## src/sv/q24alu_pkg.sv

```systemverilog
// Package for the Q24.8 fixed-point ALU: operation codes and the queued item type.
// No dependencies.
`default_nettype none
package q24alu_pkg;

   localparam int unsigned KIND_W = 4;
   localparam int unsigned DATA_W = 32;

   typedef enum logic [3:0] {
      OP_ADD      = 4'd0,
      OP_SUB      = 4'd1,
      OP_MUL      = 4'd2,
      OP_DIV      = 4'd3,
      OP_MIN      = 4'd4,
      OP_MAX      = 4'd5,
      OP_INC      = 4'd6,
      OP_DEC      = 4'd7,
      OP_FROM_INT = 4'd8,
      OP_TO_INT   = 4'd9,
      OP_NONE     = 4'd10
   } op_type;

   typedef struct packed {
      op_type             op;
      logic signed [31:0] a;
      logic signed [31:0] b;
      logic               a_less;
      logic               a_equal;
      logic               a_greater;
   } item_type;

endpackage
`default_nettype wire

```

## src/sv/q24alu_queue.sv

```systemverilog
// Two-entry queue between the front end and the execution pipeline.
// Depends on q24alu_pkg.
`default_nettype none
module q24alu_queue
   import q24alu_pkg::*;
(
   input  wire logic clock,
   input  wire logic reset,
   input  wire logic push,
   input  item_type  push_item,
   output logic      full,
   output logic      head_valid,
   output item_type  head_item
);

   item_type   mem_ff [2];
   logic       wr_ptr_ff, wr_ptr_in;
   logic       rd_ptr_ff, rd_ptr_in;
   logic [1:0] count_ff, count_in;
   logic       pop;

   assign full       = (count_ff == 2'd2);
   assign head_valid = (count_ff != 2'd0);
   assign pop        = head_valid;

   always_comb begin
      wr_ptr_in = push ? ~wr_ptr_ff : wr_ptr_ff;
      rd_ptr_in = pop ? ~rd_ptr_ff : rd_ptr_ff;
      count_in  = count_ff + {1'b0, push} - {1'b0, pop};
   end

   always_ff @(posedge clock) begin
      if (reset) begin
         wr_ptr_ff <= 1'b0;
         rd_ptr_ff <= 1'b0;
         count_ff  <= 2'd0;
      end else begin
         wr_ptr_ff <= wr_ptr_in;
         rd_ptr_ff <= rd_ptr_in;
         count_ff  <= count_in;
      end
   end

   always_ff @(posedge clock) begin
      if (push) begin
         mem_ff[wr_ptr_ff] <= push_item;
      end
   end

   assign head_item = mem_ff[rd_ptr_ff];

endmodule
`default_nettype wire

```

## config.mk

```make
export PLATFORM = sky130hd
export DESIGN_NAME = q24alu_queue
export DESIGN_NICKNAME = d
export VERILOG_FILES = /design/src/sv/q24alu_pkg.sv /design/src/sv/q24alu_queue.sv
export SDC_FILE = /design/constraint.sdc
export NUM_CORES = 1
export LEC_CHECK = 0
export BUFFER_PORTS_ARGS = -buffer_cell sky130_fd_sc_hd__buf_4
export CAP_MARGIN = 0
export CORE_MARGIN = 4
export CORE_UTILIZATION = 56
export DETAILED_ROUTE_END_ITERATION = 10
export GPL_TIMING_DRIVEN = 0
export PLACE_DENSITY = 0.84
export SETUP_SLACK_MARGIN = 0.5
export SYNTH_ARGS = -nofsm -noshare
export SYNTH_HDL_FRONTEND = slang
export SYNTH_SLANG_ARGS = --single-unit
```

## constraint.sdc

```tcl
create_clock -name clock -period 7 [get_ports clock]
set_input_delay 1.4 -clock clock [delete_from_list [all_inputs] [get_ports clock]]
set_output_delay 1.4 -clock clock [all_outputs]
set_load 0.01 [all_outputs]
```

==> results of run 1 <==
-- cell usage after synthesis (all sizes together), types with 3 or more instances --
master  count  share of area [%]
buf         8                2.7
dfxtp       5                1.8
nor2b       4               0.44
edfxtp    142                 75
mux2       71                 19
nor3        3               0.26
-- cell families after synthesis --
group | after synthesis
AOI/OAI and AO/OA | 3
xor gates and xnor gates | 1
muxes | 71
adders and majority gates | 1
DFF | 147
buffers and inverters | 8
and+or+nand+nor | 11
-- metal layers --
metal	vias up	track usage [%]	part of all wire, %
li1	1300	-	-
met1	1366	19.02	36
met5	-	0	0
met2	99	30.27	55
met3	15	6.572	7.7
met4	0	6.492	1.4
-- registers in the layout (all words and copies together), names as in the netlist, named ones only --
name and cells:
count_ff 2, mem_ff 142, rd_ptr_ff 1, wr_ptr_ff 1
-- critical path, cell delays in order, from the launching register on --
cell and delay, ns:
dfxtp_1 0.32, buf_6 0.21, buf_12 0.18, mux2_4 0.31, buf_4 0.14
-- final cells by class --
class / count / area (um^2)
tap: 133 / 166.4
sequential: 147 / 4364
clock inverter: 14 / 160.2
buffer: 8 / 151.4
fill: 579 / 2223
multi-input combinational: 87 / 1180
clock buffer: 18 / 417.9
timing repair buffer: 149 / 1156
-- per-stage QoR --
step / utilization, % / std cells / setup slack, ns / hold WS (ns)
2_1_floorplan: - / 242 / 1.977 / 0.4965
3_3_place_gp: 70.76 / 521 / 0.2351 / 0.5127
3_5_place_dp: 71.47 / 524 / 4.382 / 0.5433
4_1_cts: 77.36 / 556 / 3.892 / 0.5538
5_1_grt: 77.36 / 556 / 3.860 / 0.5995
6_report: 77.36 / 556 / 3.929 / 0.5565
-- report_power, final --
part	internal (uW)	switching (uW)	total, uW
Clock	539	321	861
Sequential	1020	14.0	1040
Combinational	148	104	252
Total	1710	439	2150
-- how the worst max path moves through the flow --
| stage | from | to | depth (start not counted) |
|---|---|---|---|
| detailed placement | push | mem_ff[1][50] | 3 |
| CTS | flop | head_item[22] | 4 |
| global route | flop | head_item[22] | 4 |
| global placement | push | mem_ff[0][39] | 2 |
| finish | flop | head_item[22] | 4 |
| floorplan | push | mem_ff[0][0] | 1 |
==> impl_metrics.json, run 1 <==
{
  "route.detailed.drc": 0,
  "path_clk_slew_ns": 0.06,
  "worst_hold_path_type": "flop to flop",
  "cts_tree": "done",
  "drive_gt1_share_pct": 61.47,
  "reg2reg_from": "wr_ptr_ff",
  "status": "finished clean",
  "overflow": 0,
  "fin_tns_setup_ns": 0,
  "yosys_register_bits": 147,
  "finalSetupViolCount": 0,
  "drt-vias-per-instance": 5.000,
  "crit_type": "flop to output port",
  "r2r_cells": 2,
  "antenna_found_initial": 0,
  "async_flop_share_pct": 0,
  "cts_hold_buf": 0,
  "finalCritPeriodShare_pct": 43.88,
  "max_slew_margin_pct": 69.65,
  "synthAdderAreaFrac_pct": 0.2201,
  "cts.sinks": 147,
  "synthCells": 242,
  "ys_warn_count": 0,
  "hold_violations": 0,
  "fp-row-count": 36,
  "synth_simple_gate_area_share_pct": 1.122,
  "crit_required_ns": 5.60,
  "dieArea_um2": 11830,
  "clock_skew_ns": 0.005157,
  "drt_iter0_markers": 123,
  "synthMuxAreaShare_pct": 18.68,
  "die_height_um": 108.8,
  "final_max_slew_viol_count": 0,
  "drv_cap": 0,
  "cts_buffers": 17,
  "mappedNetlistNets": 317,
  "gp_congestion": 0.6609,
  "synth.distinct_cells": 17,
  "total_power_uw": 2151,
  "initial_core_util_pct": 57.90,
  "first_pass_iters": 4,
  "synth_top_family_by_area": "multiplexers",
  "ios": 147,
  "worstSetupStartpointType": "flop",
  "crit_path_end_kind": "output port",
  "synth-compound-area-share_pct": 0.3961,
  "portBuffers": 146,
  "hp-start": "rd_ptr_ff",
  "wl_um": 9863,
  "track_usage_pct": 17.25,
  "r2r-end": "mem_ff[1][11]",
  "die_w_um": 108.8,
  "grt_max_degree": 42,
  "insertion_delay_ns": 0.50,
  "power_density_nw_per_um2": 283.2,
  "min_to": "rd_ptr_ff",
  "dpl.hpwl_um": 6813,
  "antenna_left": 0,
  "cts.path.max_buffers": 2,
  "irDropWorstVdd_mv": 0.1845,
  "yosysSeqAreaShare_pct": 76.76,
  "final_common_cell": "buf_4",
  "cts_setup_buffers": 0,
  "fin_area_um2": 7596,
  "nets": 485,
  "grt_pass1_wl_um": 14750,
  "reg2reg_slack_ns": 5.47,
  "postSynthAreaPerCell_um2": 23.49,
  "post_dp_cell_area_um2": 7018,
  "crit_path_max_fanout": 10,
  "grt_pass1_vias": 2962,
  "worst_pin_slew_ns": 0.4552,
  "syn-cell-area_um2": 5685,
  "coreArea_um2": 9819,
  "arrival_ns": 1.67,
  "fmax_ghz": 0.3256,
  "power_leakage_uw": 0.003009,
  "area_growth_pct": 33.60,
  "cts-root-buf": "clkbuf_8",
  "num_antenna_cells": 0,
  "wl_per_cell_um": 17.74,
  "min_path_cells": 2,
  "post-route-min-period_ns": 3.071,
  "synth_edf_count": 142,
  "synth_top_flop_cell": "edfxtp_1",
  "htreeDepth": 4,
  "final_cell_mix": "146 x buf_4, 142 x edfxtp_1, 70 x mux2_4, 16 x clkbuf_16, 10 x buf_12",
  "grt_setup_unrepaired": "false",
  "synth-xor-area-share_pct": 0.1540,
  "ctsResizeCount": 0,
  "vias": 2780
}
Power figures use the tool's default switching activity.
==> run 2, diff against run 1 <==
--- a/config.mk
+++ b/config.mk
@@ -8,10 +8,10 @@
 export BUFFER_PORTS_ARGS = -buffer_cell sky130_fd_sc_hd__buf_4
 export CAP_MARGIN = 0
 export CORE_MARGIN = 4
-export CORE_UTILIZATION = 56
+export CORE_UTILIZATION = 47
 export DETAILED_ROUTE_END_ITERATION = 10
 export GPL_TIMING_DRIVEN = 0
-export PLACE_DENSITY = 0.84
+export PLACE_DENSITY = 0.75
 export SETUP_SLACK_MARGIN = 0.5
 export SYNTH_ARGS = -nofsm -noshare
 export SYNTH_HDL_FRONTEND = slang
==> constraint.sdc (replaced) <==
create_clock -name clock -period 2.7 [get_ports clock]
set_input_delay 0.54 -clock clock [delete_from_list [all_inputs] [get_ports clock]]
set_output_delay 0.54 -clock clock [all_outputs]
set_load 0.01 [all_outputs]
==> impl_metrics.json, run 2 (same netlist as run 1, synthesis figures left out) <==
{
  "worst_hold_path_type": "input port to flop",
  "crit_path_end_kind": "output port",
  "coreArea_um2": 11610,
  "post-route-min-period_ns": 2.106,
  "num_antenna_cells": 0,
  "fp-row-count": 39,
  "dieArea_um2": 13920,
  "grt_max_degree": 53,
  "reg_top3": "mem_ff x142, count_ff x2",
  "grt_pass1_wl_um": 15550,
  "grt_setup_unrepaired": "false",
  "cts_buffers": 17,
  "track_usage_pct": 14.62,
  "crit_type": "flop to output port",
  "timing.final.ws_setup_ns": 0.5938,
  "gp_congestion": 0.6722,
  "crit_path_max_fanout": 10,
  "crit_chain": "buf_8 -> buf_12 -> mux2_4 -> buf_4",
  "critical_path.max_stage_delay_ns": 0.33,
  "die_w_um": 118.0,
  "fin_area_um2": 7752,
  "fmax_ghz": 0.4748,
  "cts-root-buf": "clkbuf_16",
  "regMostFlops": "mem_ff",
  "final_max_slew_viol_count": 0,
  "portBuffers": 146,
  "route.detailed.drc": 0,
  "area_growth_pct": 36.36,
  "wl_per_cell_um": 17.38,
  "drive_gt1_share_pct": 61.08,
  "initial_core_util_pct": 48.95,
  "htreeDepth": 4,
  "status": "finished clean",
  "finalCritPeriodShare_pct": 78.01,
  "final_cell_mix": "146 x buf_4, 142 x edfxtp_1, 70 x mux2_4, 17 x clkbuf_16",
  "vias": 2767,
  "irDropWorstVdd_mv": 0.5341,
  "wl_um": 9857,
  "finalSetupViolCount": 0,
  "overflow": 0,
  "drt_iter0_markers": 107,
  "fin_tns_setup_ns": 0,
  "finalCoreUtilization_pct": 66.75,
  "cts.sinks": 147,
  "cts.path.max_buffers": 2,
  "antenna_left": 0,
  "drv_cap": 0,
  "drt-vias-per-instance": 4.880,
  "hold_violations": 0,
  "max_slew_margin_pct": 59.05,
  "holdWs_ns": 0.3167,
  "crit_required_ns": 2.16,
  "worst_pin_slew_ns": 0.6130,
  "worstSetupStartpointType": "flop",
  "slowest_stage": "dfxtp_1",
  "post_dp_cell_area_um2": 7081,
  "dpl.hpwl_um": 6833,
  "power_density_nw_per_um2": 771.4,
  "clock_skew_ns": 0.003714,
  "arrival_ns": 1.57,
  "largest_reg_flops": 142,
  "insertion_delay_ns": 0.40,
  "final_common_cell": "buf_4",
  "place_ws_ns": 0.7474,
  "antenna_found_initial": 0,
  "path_clk_slew_ns": 0.06,
  "power_leakage_uw": 0.003083,
  "ios": 147,
  "first_pass_iters": 4,
  "cts_tree": "done",
  "die_height_um": 118.0,
  "nets": 486,
  "grt_pass1_vias": 2979
}
run 2: layout make-up:
cell class,count,area [um^2]
Timing Repair Buffer,150,1206
Fill cell,800,3861
Tap cell,143,178.9
Clock inverter,14,239.0
Multi-Input combinational cell,87,1180
Clock buffer,18,429.2
Sequential cell,147,4364
Buffer,8,155.1
run 2: final timing paths:
| path | start | endpoint | slack [ns] | cells past startpoint |
|---|---|---|---|---|
| min | push_item[33] | mem_ff[0][33] | 0.32 | 1 |
| max reg2reg | wr_ptr_ff | mem_ff[0][31] | 1.11 | 3 |
| max | flop | head_item[56] | 0.59 | 4 |
| min reg2reg | rd_ptr_ff | flop | 0.56 | 2 |
run 2: stage by stage:
stage          total power [uW]  cells
4_1_cts                    6050    567
5_1_grt                    6201    567
2_1_floorplan              3079    242
3_3_place_gp               3374    531
3_5_place_dp               3419    535
6_report                   5980    567
run 2: timing repair:
| action | CTS | global route |
|---|---|---|
| hold buffers | 0 | 0 |
| resized for setup | 0 | 1 |
| setup endpoints to repair | 0 | 2 |
| buffers inserted | 0 | 0 |
run 2: per-layer routing:
| metal | part of all wire [%] | vias up | global-route usage, % |
|---|---|---|---|
| li1 | - | 1298 | - |
| met1 | 37 | 1344 | 15.94 |
| met2 | 53 | 106 | 24.87 |
| met3 | 7.7 | 19 | 6.487 |
| met4 | 2.1 | 0 | 6.007 |
| met5 | 0 | - | 0 |
run 2: worst max-delay path: cells and delay by family, from the launching register on:
kind / cells / cell delay, ns
DFF: 1 / 0.33
muxes: 1 / 0.31
buffers and inverters: 3 / 0.52
run 2: where the power goes:
group	total [uW]	internal, uW	switching [uW]
clock	2620	1810	816
sequential	2690	2660	33.5
combinational	669	398	271
