<file path="src/sv/q24alu_pkg.sv">
// Package for the Q24.8 fixed-point ALU: operation codes and the queued item type.
// No dependencies.
`default_nettype none
package q24alu_pkg;

   localparam int unsigned KIND_W = 4;
   localparam int unsigned DATA_W = 32;

   typedef enum logic [3:0] {
      OP_ADD      = 4'd0,
      OP_SUB      = 4'd1,
      OP_MUL      = 4'd2,
      OP_DIV      = 4'd3,
      OP_MIN      = 4'd4,
      OP_MAX      = 4'd5,
      OP_INC      = 4'd6,
      OP_DEC      = 4'd7,
      OP_FROM_INT = 4'd8,
      OP_TO_INT   = 4'd9,
      OP_NONE     = 4'd10
   } op_type;

   typedef struct packed {
      op_type             op;
      logic signed [31:0] a;
      logic signed [31:0] b;
      logic               a_less;
      logic               a_equal;
      logic               a_greater;
   } item_type;

endpackage
`default_nettype wire

</file>
<file path="src/sv/q24alu_front.sv">
// Front end of the ALU: decodes the opcode and compares the operands.
// Depends on q24alu_pkg.
`default_nettype none
module q24alu_front
   import q24alu_pkg::*;
(
   input  wire logic [KIND_W-1:0]        kind,
   input  wire logic signed [DATA_W-1:0] operand_a,
   input  wire logic signed [DATA_W-1:0] operand_b,
   output item_type                      item
);

   op_type op;

   always_comb begin
      unique case (kind)
         4'd0:    op = OP_ADD;
         4'd1:    op = OP_SUB;
         4'd2:    op = OP_MUL;
         4'd3:    op = OP_DIV;
         4'd4:    op = OP_MIN;
         4'd5:    op = OP_MAX;
         4'd6:    op = OP_INC;
         4'd7:    op = OP_DEC;
         4'd8:    op = OP_FROM_INT;
         4'd9:    op = OP_TO_INT;
         default: op = OP_NONE;
      endcase
   end

   always_comb begin
      item.op        = op;
      item.a         = operand_a;
      item.b         = operand_b;
      item.a_less    = (operand_a < operand_b);
      item.a_equal   = (operand_a == operand_b);
      item.a_greater = (operand_a > operand_b);
   end

endmodule
`default_nettype wire

</file>
<file path="config.mk">
export PLATFORM = sky130hd
export DESIGN_NAME = q24alu_front
export DESIGN_NICKNAME = d
export VERILOG_FILES = /design/src/sv/q24alu_pkg.sv /design/src/sv/q24alu_front.sv
export SDC_FILE = /design/constraint.sdc
export NUM_CORES = 1
export LEC_CHECK = 0
export BUFFER_PORTS_ARGS = -buffer_cell sky130_fd_sc_hd__buf_2
export CELL_PAD_IN_SITES_DETAIL_PLACEMENT = 0
export CELL_PAD_IN_SITES_GLOBAL_PLACEMENT = 1
export CORE_MARGIN = 2
export CORE_UTILIZATION = 25
export DETAILED_ROUTE_END_ITERATION = 12
export GPL_TIMING_DRIVEN = 0
export PLACE_DENSITY = 0.95
export SLEW_MARGIN = 25
export SYNTH_ARGS = -nofsm -noshare
export SYNTH_HDL_FRONTEND = slang
export SYNTH_SLANG_ARGS = --single-unit
</file>
<file path="constraint.sdc">
create_clock -name vclk -period 3.1
set_input_delay 0.155 -clock vclk [all_inputs]
set_output_delay 0.155 -clock vclk [all_outputs]
set_load 0.02 [all_outputs]
</file>
==> flow_summary_export.csv, run 1 <==
group,metric,value,unit
logic_synthesis,yosysMostFrequentCell,"buf_4",
clock_network,postCtsHoldBufs,0,
setup_path,critPathArrivalTime,2.10,ns
route,vias,1530,
finish,diodes,0,
setup_path,cp-end-kind,"output port",
timing,rsz0062_at_grt,"no",
logic_synthesis,synth_top_cell_area_share,0.362,
power_and_ir_drop,power_density,153,nW/um^2
timing,maxSlewViolCount,0,
outcome,status,"finished, final reports clean",
setup_path,cp-start-kind,"input pin",
setup_path,cp_common_cell,"buf_2",
run,maxCapViolations,0,
route,drcViolationCount,0,
finish,nFlopsAndLatches,0,
clock_network,post_cts_resized,0,
timing,holdWs,0.604,ns
place,dp_hpwl,3310,um
logic_synthesis,synth_fp_nets,286,
timing,fmax,444,MHz
logic_synthesis,synth_seq_area_share,0,
place,gp_congestion,0.714,
floorplanning,die_height,77.4,um
power_and_ir_drop,max-vdd-ir-drop,0.0000575,V
grt,grt_max_degree,5,
route,first_iter_violations,23,
setup_path,crit_required,2.94,ns
route,first_pass_iters,2,
floorplanning,io_pins,139,
grt,antenna_found_initial,0,
worst_hold_path,hold_class,"input pin to output port",
logic_synthesis,yosysUniqueCellTypes,24,
route,ant_nets,0,
logic_synthesis,synth_common_cells,"buf_4 (65), inv_1 (34), ha_1 (32), a21oi_1 (10), nand2_1 (8)",
logic_synthesis,synthesis.area,1350,sq um
logic_synthesis,yosysWarningCount,0,
grt,grt_usage,0.105,
grt,grt_first_pass_wirelength,5590,um
finish,clockBufferCount,0,
logic_synthesis,synth_top_cells_by_area,"buf_4 (36%), ha_1 (30%), inv_1 (9.5%), a21oi_1 (3.7%), nand4_1 (2.3%)",
power_and_ir_drop,leakagePower,1.41,nW
setup_path,critPathMaxStageDelay,0.32,ns
route,wire_per_inst,8.63,um
floorplanning,start_util,0.262,
grt,grt-ovfl-total,0,
setup_path,crit_chain,"buf_2 > ha_1 > and2_2 > a221o_1 > a221oi_2 > o21ai_1 > or3_1 > and2_1 > buf_2",
place,io_buffers,139,
floorplanning,die_area,5990,sq um
logic_synthesis,yosys.area.top_type,"buf_4",
logic_synthesis,syn_area_per_cell,7.24,sq um
finish,fillCellCount,550,
timing,tns,0,ns
timing,period_needed,2.25,ns
timing,hold_viol,0,
floorplanning,die_w,77.4,um
finish,syn_to_final_growth,58.1,%
setup_path,cpMaxStageDelayCell,"or3_1",
timing,max_slew_margin,0.719,
finish,nets,427,
timing,finalSetupViolCount,0,
finish,drive_gt1_frac,0.643,
timing,finalCritPeriodShare,0.726,
grt,grt_pass1_vias,1400,
logic_synthesis,synth_cells,186,
route,wl,3410,um
setup_path,crit_fanout,2,
route,vias_per_cell,3.87,
setup_path,crit_type,"input pin to output port",
timing,tightestPinTransition,0.417,ns
floorplanning,rows,26,
clock_network,post_cts.repair.setup_buffers,0,
floorplanning,core_area,5140,sq um
finish,seq_area,0,sq um
==> area by class of cell <==
type / instances / area, sq um / area share
Inverter: 34 / 128 / 0.0599
Tap cell: 70 / 87.6 / 0.0411
Buffer: 65 / 488 / 0.229
Timing Repair Buffer: 139 / 696 / 0.326
Multi-Input combinational cell: 87 / 732 / 0.344
==> stage by stage <==
step	total power [mW]	utilization	setup slack [ns]	instances	instance area, sq um
2_1_floorplan	0.211	-	0.969	186	1350
3_3_place_gp	0.325	0.415	0.820	395	2130
3_5_place_dp	0.330	0.415	0.804	395	2130
4_1_cts	0.331	0.415	0.809	395	2130
5_1_grt	0.362	0.415	0.607	395	2130
6_report	0.325	0.415	0.849	395	2130
==> worst max-delay path, delay by kind of cell <==
family	cells	cell delay, ns
buffers and inverters	2	0.26
AO/OA/AOI/OAI	3	0.69
AND/OR/NAND/NOR	3	0.69
adder cells (fa/ha/maj)	1	0.29
==> metal layers <==
layer	global-route usage	share of wire	vias to the layer above	wire, um
li1	-	-	828	-
met1	0.123	0.39	636	1330
met2	0.211	0.52	66	1780
met3	0.0151	0.087	0	296
met4	0.00179	0	0	0
met5	0	0	-	0
==> path summary, 6_finish.rpt <==
path	startpoint	end	cells after the start
worst max-delay path	operand_a[27]	item[2]	9
worst min-delay path	kind[3]	item[69]	3
==> placed cells by master, fill, tap and decap left out <==
master / count
buf_2: 139
buf_4: 65
inv_1: 34
ha_1: 32
a21oi_1: 10
nand2_1: 8
o21ai_0: 6
nand4_1: 5
a21o_1: 3
nand2b_1: 3
and2_1: 2
nand3_1: 2
a221oi_1: 2
or3_1: 2
a21o_2: 2
nor2b_1: 1
nor2_1: 1
nor4_1: 1
and4_1: 1
and2_2: 1
a31oi_1: 1
a221o_1: 1
a221oi_2: 1
o21ai_1: 1
nor3_2: 1
==> kinds of logic (layout without fill, tap and decap cells) <==
kind of cell	after synthesis	in the layout	synth area share
fa+ha+maj	32	32	0.297
buf+inv	99	238	0.457
simple gates	28	28	0.117
compound gates	27	27	0.129
==> report_power, final <==
part / leakage, nW / total [mW] / switching (mW) / internal, mW
Clock: 0 / 0 / 0 / 0
Sequential: 0 / 0 / 0 / 0
Combinational: 1.41 / 0.325 / 0.165 / 0.160
Total: 1.41 / 0.325 / 0.165 / 0.160
(Power assumes the default switching activity.)
==> run 2: changes to the inputs <==
- CORE_UTILIZATION: 25 -> 23
- PLACE_DENSITY: 0.95 -> 0.9
- clock period: 3.1 -> 2.3 ns (I/O delays scaled with it)
==> flow_summary_export.csv, run 2 (synthesis gave the netlist of run 1 again) <==
group,metric,value,unit
outcome,status,"finished, final reports clean",
timing,period_needed,2.15,ns
timing,finalCritPeriodShare,0.937,
place,gp_congestion,0.678,
timing,hold_viol,0,
setup_path,cp-start-kind,"input pin",
worst_hold_path,min_path_cells,3,
route,wire_per_inst,8.98,um
setup_path,cp_common_cell,"buf_2",
power_and_ir_drop,leakagePower,1.41,nW
finish,diodes,0,
place,placed_cell_area,2130,sq um
route,vias,1571,
grt,grt-ovfl-total,0,
setup_path,cp_top_family,"compound AO/OA/AOI/OAI gates",
route,first_pass_iters,4,
power_and_ir_drop,total_power,0.449,mW
grt,grt_usage,0.0984,
route,drcViolationCount,0,
run,maxCapViolations,0,
timing,tns,0,ns
timing,tightestPinTransition,0.358,ns
setup_path,crit_chain,"buf_2 > inv_1 > ha_1 > a21o_1 > a221o_1 > a221oi_2 > o21ai_1 > or3_4 > and2_1 > buf_2",
place,dp.cells,397,
clock_network,postCtsHoldBufs,0,
setup_path,crit_type,"input pin to output port",
grt,grt_use_met2,0.208,
setup_path,critPathMaxStageDelay,0.34,ns
clock_network,post_cts.repair.setup_buffers,0,
worst_hold_path,hold_class,"input pin to output port",
floorplanning,die_area,6490,sq um
power_and_ir_drop,comb_power_share,1.000,
setup_path,cp-end-kind,"output port",
power_and_ir_drop,p_sw_frac,0.505,
grt,grt_max_degree,5,
floorplanning,start_util,0.242,
finish,nets,427,
power_and_ir_drop,p_int,0.223,mW
route,first_iter_violations,6,
finish,clockBufferCount,0,
grt,met1_usage,0.107,
route,ant_nets,0,
finish,layout_commonest_cell,"buf_2",
floorplanning,die_w,80.5,um
floorplanning,rows,27,
setup_path,critPathArrivalTime,2.04,ns
grt,grt_pass1_vias,1342,
grt,antenna_found_initial,0,
place,io_buffers,139,
timing,maxSlewViolCount,0,
finish,final_area,2170,sq um
setup_path,cpMaxStageDelayCell,"or3_4",
floorplanning,die_height,80.5,um
timing,finalSetupViolCount,0,
setup_path,crit_fanout,2,
setup_path,crit_required,2.18,ns
finish,fillCellCount,594,
finish,nFlopsAndLatches,0,
power_and_ir_drop,power_density,207,nW/um^2
power_and_ir_drop,p_switching,0.227,mW
timing,max_slew_margin,0.762,
route,wl,3570,um
timing,fmax,464,MHz
finish,layoutNonFillerInstCount,397,
route,vias_per_cell,3.96,
place,dp_hpwl,3460,um
finish,mostFrequentLayoutCells,"buf_2 (138), buf_4 (66), inv_1 (34)",
power_and_ir_drop,p_seq_frac,0,
power_and_ir_drop,power.share.clock,0,
timing,rsz0062_at_grt,"no",
finish,syn_to_final_growth,61.0,%
setup_path,crit_buf_inv,3,
grt,grt_first_pass_wirelength,5360,um
grt,busiest_layer,"met2",
timing,holdWs,0.528,ns
setup_path,critical_path_cell_count,10,
finish,seq_area,0,sq um
finish,drive_gt1_frac,0.658,
power_and_ir_drop,max-vdd-ir-drop,0.0000803,V
floorplanning,io_pins,139,
finish,multiInputGateArea,766,sq um
floorplanning,core_area,5570,sq um
grt,grtUsageMet3,0.0124,
[run 2: cell counts in the layout (fill, tap and decap cells not counted)]
Identical to the previous run, type by type.
[run 2: cell type report]
type	instances	share of cell area
multi-input combinational	87	0.353
inverter	34	0.0588
timing repair buffer	139	0.322
tap	72	0.0415
buffer	65	0.225
[run 2: power by group through the flow]
stage	registers [mW]	clock network [mW]	logic [mW]
2_1_floorplan	0	0	0.284
3_3_place_gp	0	0	0.440
3_5_place_dp	0	0	0.445
4_1_cts	0	0	0.447
5_1_grt	0	0	0.501
6_report	0	0	0.449
[run 2: final timing paths]
| path | startpoint | end |
|---|---|---|
| setup / recovery | operand_b[25] | item[2] |
| hold / removal | kind[3] | item[69] |
[run 2: stage by stage]
step	utilization	worst slack, ns
4_1_cts	0.383	0.0945
3_5_place_dp	0.383	0.0915
2_1_floorplan	-	0.249
5_1_grt	0.389	0.00590
3_3_place_gp	0.383	0.103
6_report	0.389	0.145
[run 2: routing by layer]
layer | vias up | wire length [um]
li1 | 830 | -
met5 | - | 0
met1 | 666 | 1320
met2 | 75 | 1840
met3 | 0 | 400
met4 | 0 | 0
[run 2: repair_timing]
item / in CTS / in global routing
hold endpoints to repair: 0 / 0
resized for setup: 0 / 6
endpoints found under the setup margin: 0 / 2
==> run 3: changes to the inputs <==
- CORE_ASPECT_RATIO: unset -> 0.75
==> flow_summary_export.csv, run 3 (synthesis gave the netlist of run 1 again) <==
group,metric,value,unit
finish,layout_commonest_cell,"buf_2",
place,placed_cell_area,2140,sq um
finish,nets,427,
finish,syn_to_final_growth,60.2,%
finish,diodes,0,
place,io_buffers,139,
power_and_ir_drop,comb_power_share,1.000,
setup_path,crit_required,2.18,ns
finish,final_area,2160,sq um
power_and_ir_drop,power_density,204,nW/um^2
place,dp.cells,403,
place,dp_hpwl,3250,um
route,ant_nets,0,
clock_network,postCtsHoldBufs,0,
power_and_ir_drop,p_sw_frac,0.508,
timing,tns,0,ns
grt,grt_usage,0.0900,
route,drcViolationCount,0,
floorplanning,rows,24,
timing,hold_viol,0,
grt,antenna_found_initial,0,
floorplanning,io_pins,139,
power_and_ir_drop,p_seq_frac,0,
setup_path,cpMaxStageDelayCell,"a221o_1",
route,wire_per_inst,8.39,um
floorplanning,start_util,0.235,
power_and_ir_drop,leakagePower,1.41,nW
grt,grt_first_pass_wirelength,5110,um
worst_hold_path,min_path_cells,3,
setup_path,crit_chain,"buf_2 > ha_1 > a21o_1 > a221o_1 > a221oi_2 > o21ai_1 > or3_1 > a21oi_1 > buf_2",
grt,grt-ovfl-total,0,
power_and_ir_drop,p_int,0.216,mW
timing,max_slew_margin,0.780,
timing,fmax,459,MHz
finish,layoutNonFillerInstCount,403,
finish,seq_area,0,sq um
setup_path,crit_fanout,2,
outcome,status,"finished, final reports clean",
setup_path,cp_common_cell,"buf_2",
timing,finalCritPeriodShare,0.948,
worst_hold_path,hold_class,"input pin to output port",
setup_path,crit_type,"input pin to output port",
finish,drive_gt1_frac,0.652,
finish,mostFrequentLayoutCells,"buf_2 (139), buf_4 (65), inv_1 (34)",
setup_path,cp-end-kind,"output port",
route,vias,1543,
setup_path,cp-start-kind,"input pin",
finish,clockBufferCount,0,
power_and_ir_drop,power.share.clock,0,
power_and_ir_drop,p_switching,0.224,mW
finish,nFlopsAndLatches,0,
route,first_pass_iters,4,
timing,finalSetupViolCount,0,
power_and_ir_drop,max-vdd-ir-drop,0.0000633,V
finish,fillCellCount,620,
place,gp_congestion,0.660,
worst_hold_path,min_from,"kind[3]",
worst_hold_path,hold_end,"item[69]",
setup_path,crit_path_start,"operand_a[25]",
run,maxCapViolations,0,
route,vias_per_cell,3.83,
setup_path,critPathMaxStageDelay,0.33,ns
floorplanning,die_height,70.3,um
route,first_iter_violations,15,
timing,rsz0062_at_grt,"no",
timing,tightestPinTransition,0.327,ns
timing,maxSlewViolCount,0,
floorplanning,core_area,5740,sq um
floorplanning,die_w,92.4,um
timing,period_needed,2.18,ns
grt,grt_pass1_vias,1211,
setup_path,critPathArrivalTime,2.07,ns
floorplanning,die_area,6490,sq um
route,wl,3380,um
grt,grt_max_degree,5,
[run 3: metrics by stage]
step / hold slack, ns / power [mW] / worst slack, ns / utilization
after global routing: 0.556 / 0.484 / 0.0368 / 0.376
after floorplan: 0.308 / 0.284 / 0.249 / -
final: 0.531 / 0.440 / 0.120 / 0.376
after detailed placement: 0.532 / 0.443 / 0.0471 / 0.373
after global placement: 0.523 / 0.437 / 0.0688 / 0.373
after CTS: 0.531 / 0.446 / 0.0393 / 0.373
[run 3: final cells by class]
cell class	instances	area [sq um]	share of cell area
tap	78	97.6	0.0452
inverter	34	128	0.0591
multi-input combinational	87	749	0.347
timing repair buffer	139	696	0.322
buffer	65	488	0.226
[run 3: metal layers]
layer  routed length [um]  vias up  GRT usage
met5                    0        -          0
met4                    0        0          0
met3                  291        0    0.00216
met2                 1600       63      0.162
met1                 1500      652      0.127
li1                     -      828          -
[run 3: critical path: cells and delay by family]
family,cells,cell delay [ns]
AOI/OAI and AO/OA,5,1.02
and+or+nand+nor,1,0.33
adders and majority gates,1,0.30
buffers and inverters,2,0.29
[run 3: worst max path at each step]
stage | cells past startpoint | end
6_report | 9 | item[0]
5_1_grt | 10 | item[0]
4_1_cts | 10 | item[0]
3_5_place_dp | 10 | item[0]
3_3_place_gp | 10 | item[0]
2_1_floorplan | 8 | item[0]
[run 3: timing repair]
item,CTS,global route
buffers inserted,0,0
endpoints found under the setup margin,0,2
endpoints found under the hold margin,0,0
gates resized for setup,0,3
[run 3: power groups by stage]
stage               sequential, mW  combinational [mW]  clock (mW)
floorplan                        0               0.284           0
global placement                 0               0.437           0
detailed placement               0               0.443           0
CTS                              0               0.446           0
global route                     0               0.484           0
finish                           0               0.440           0
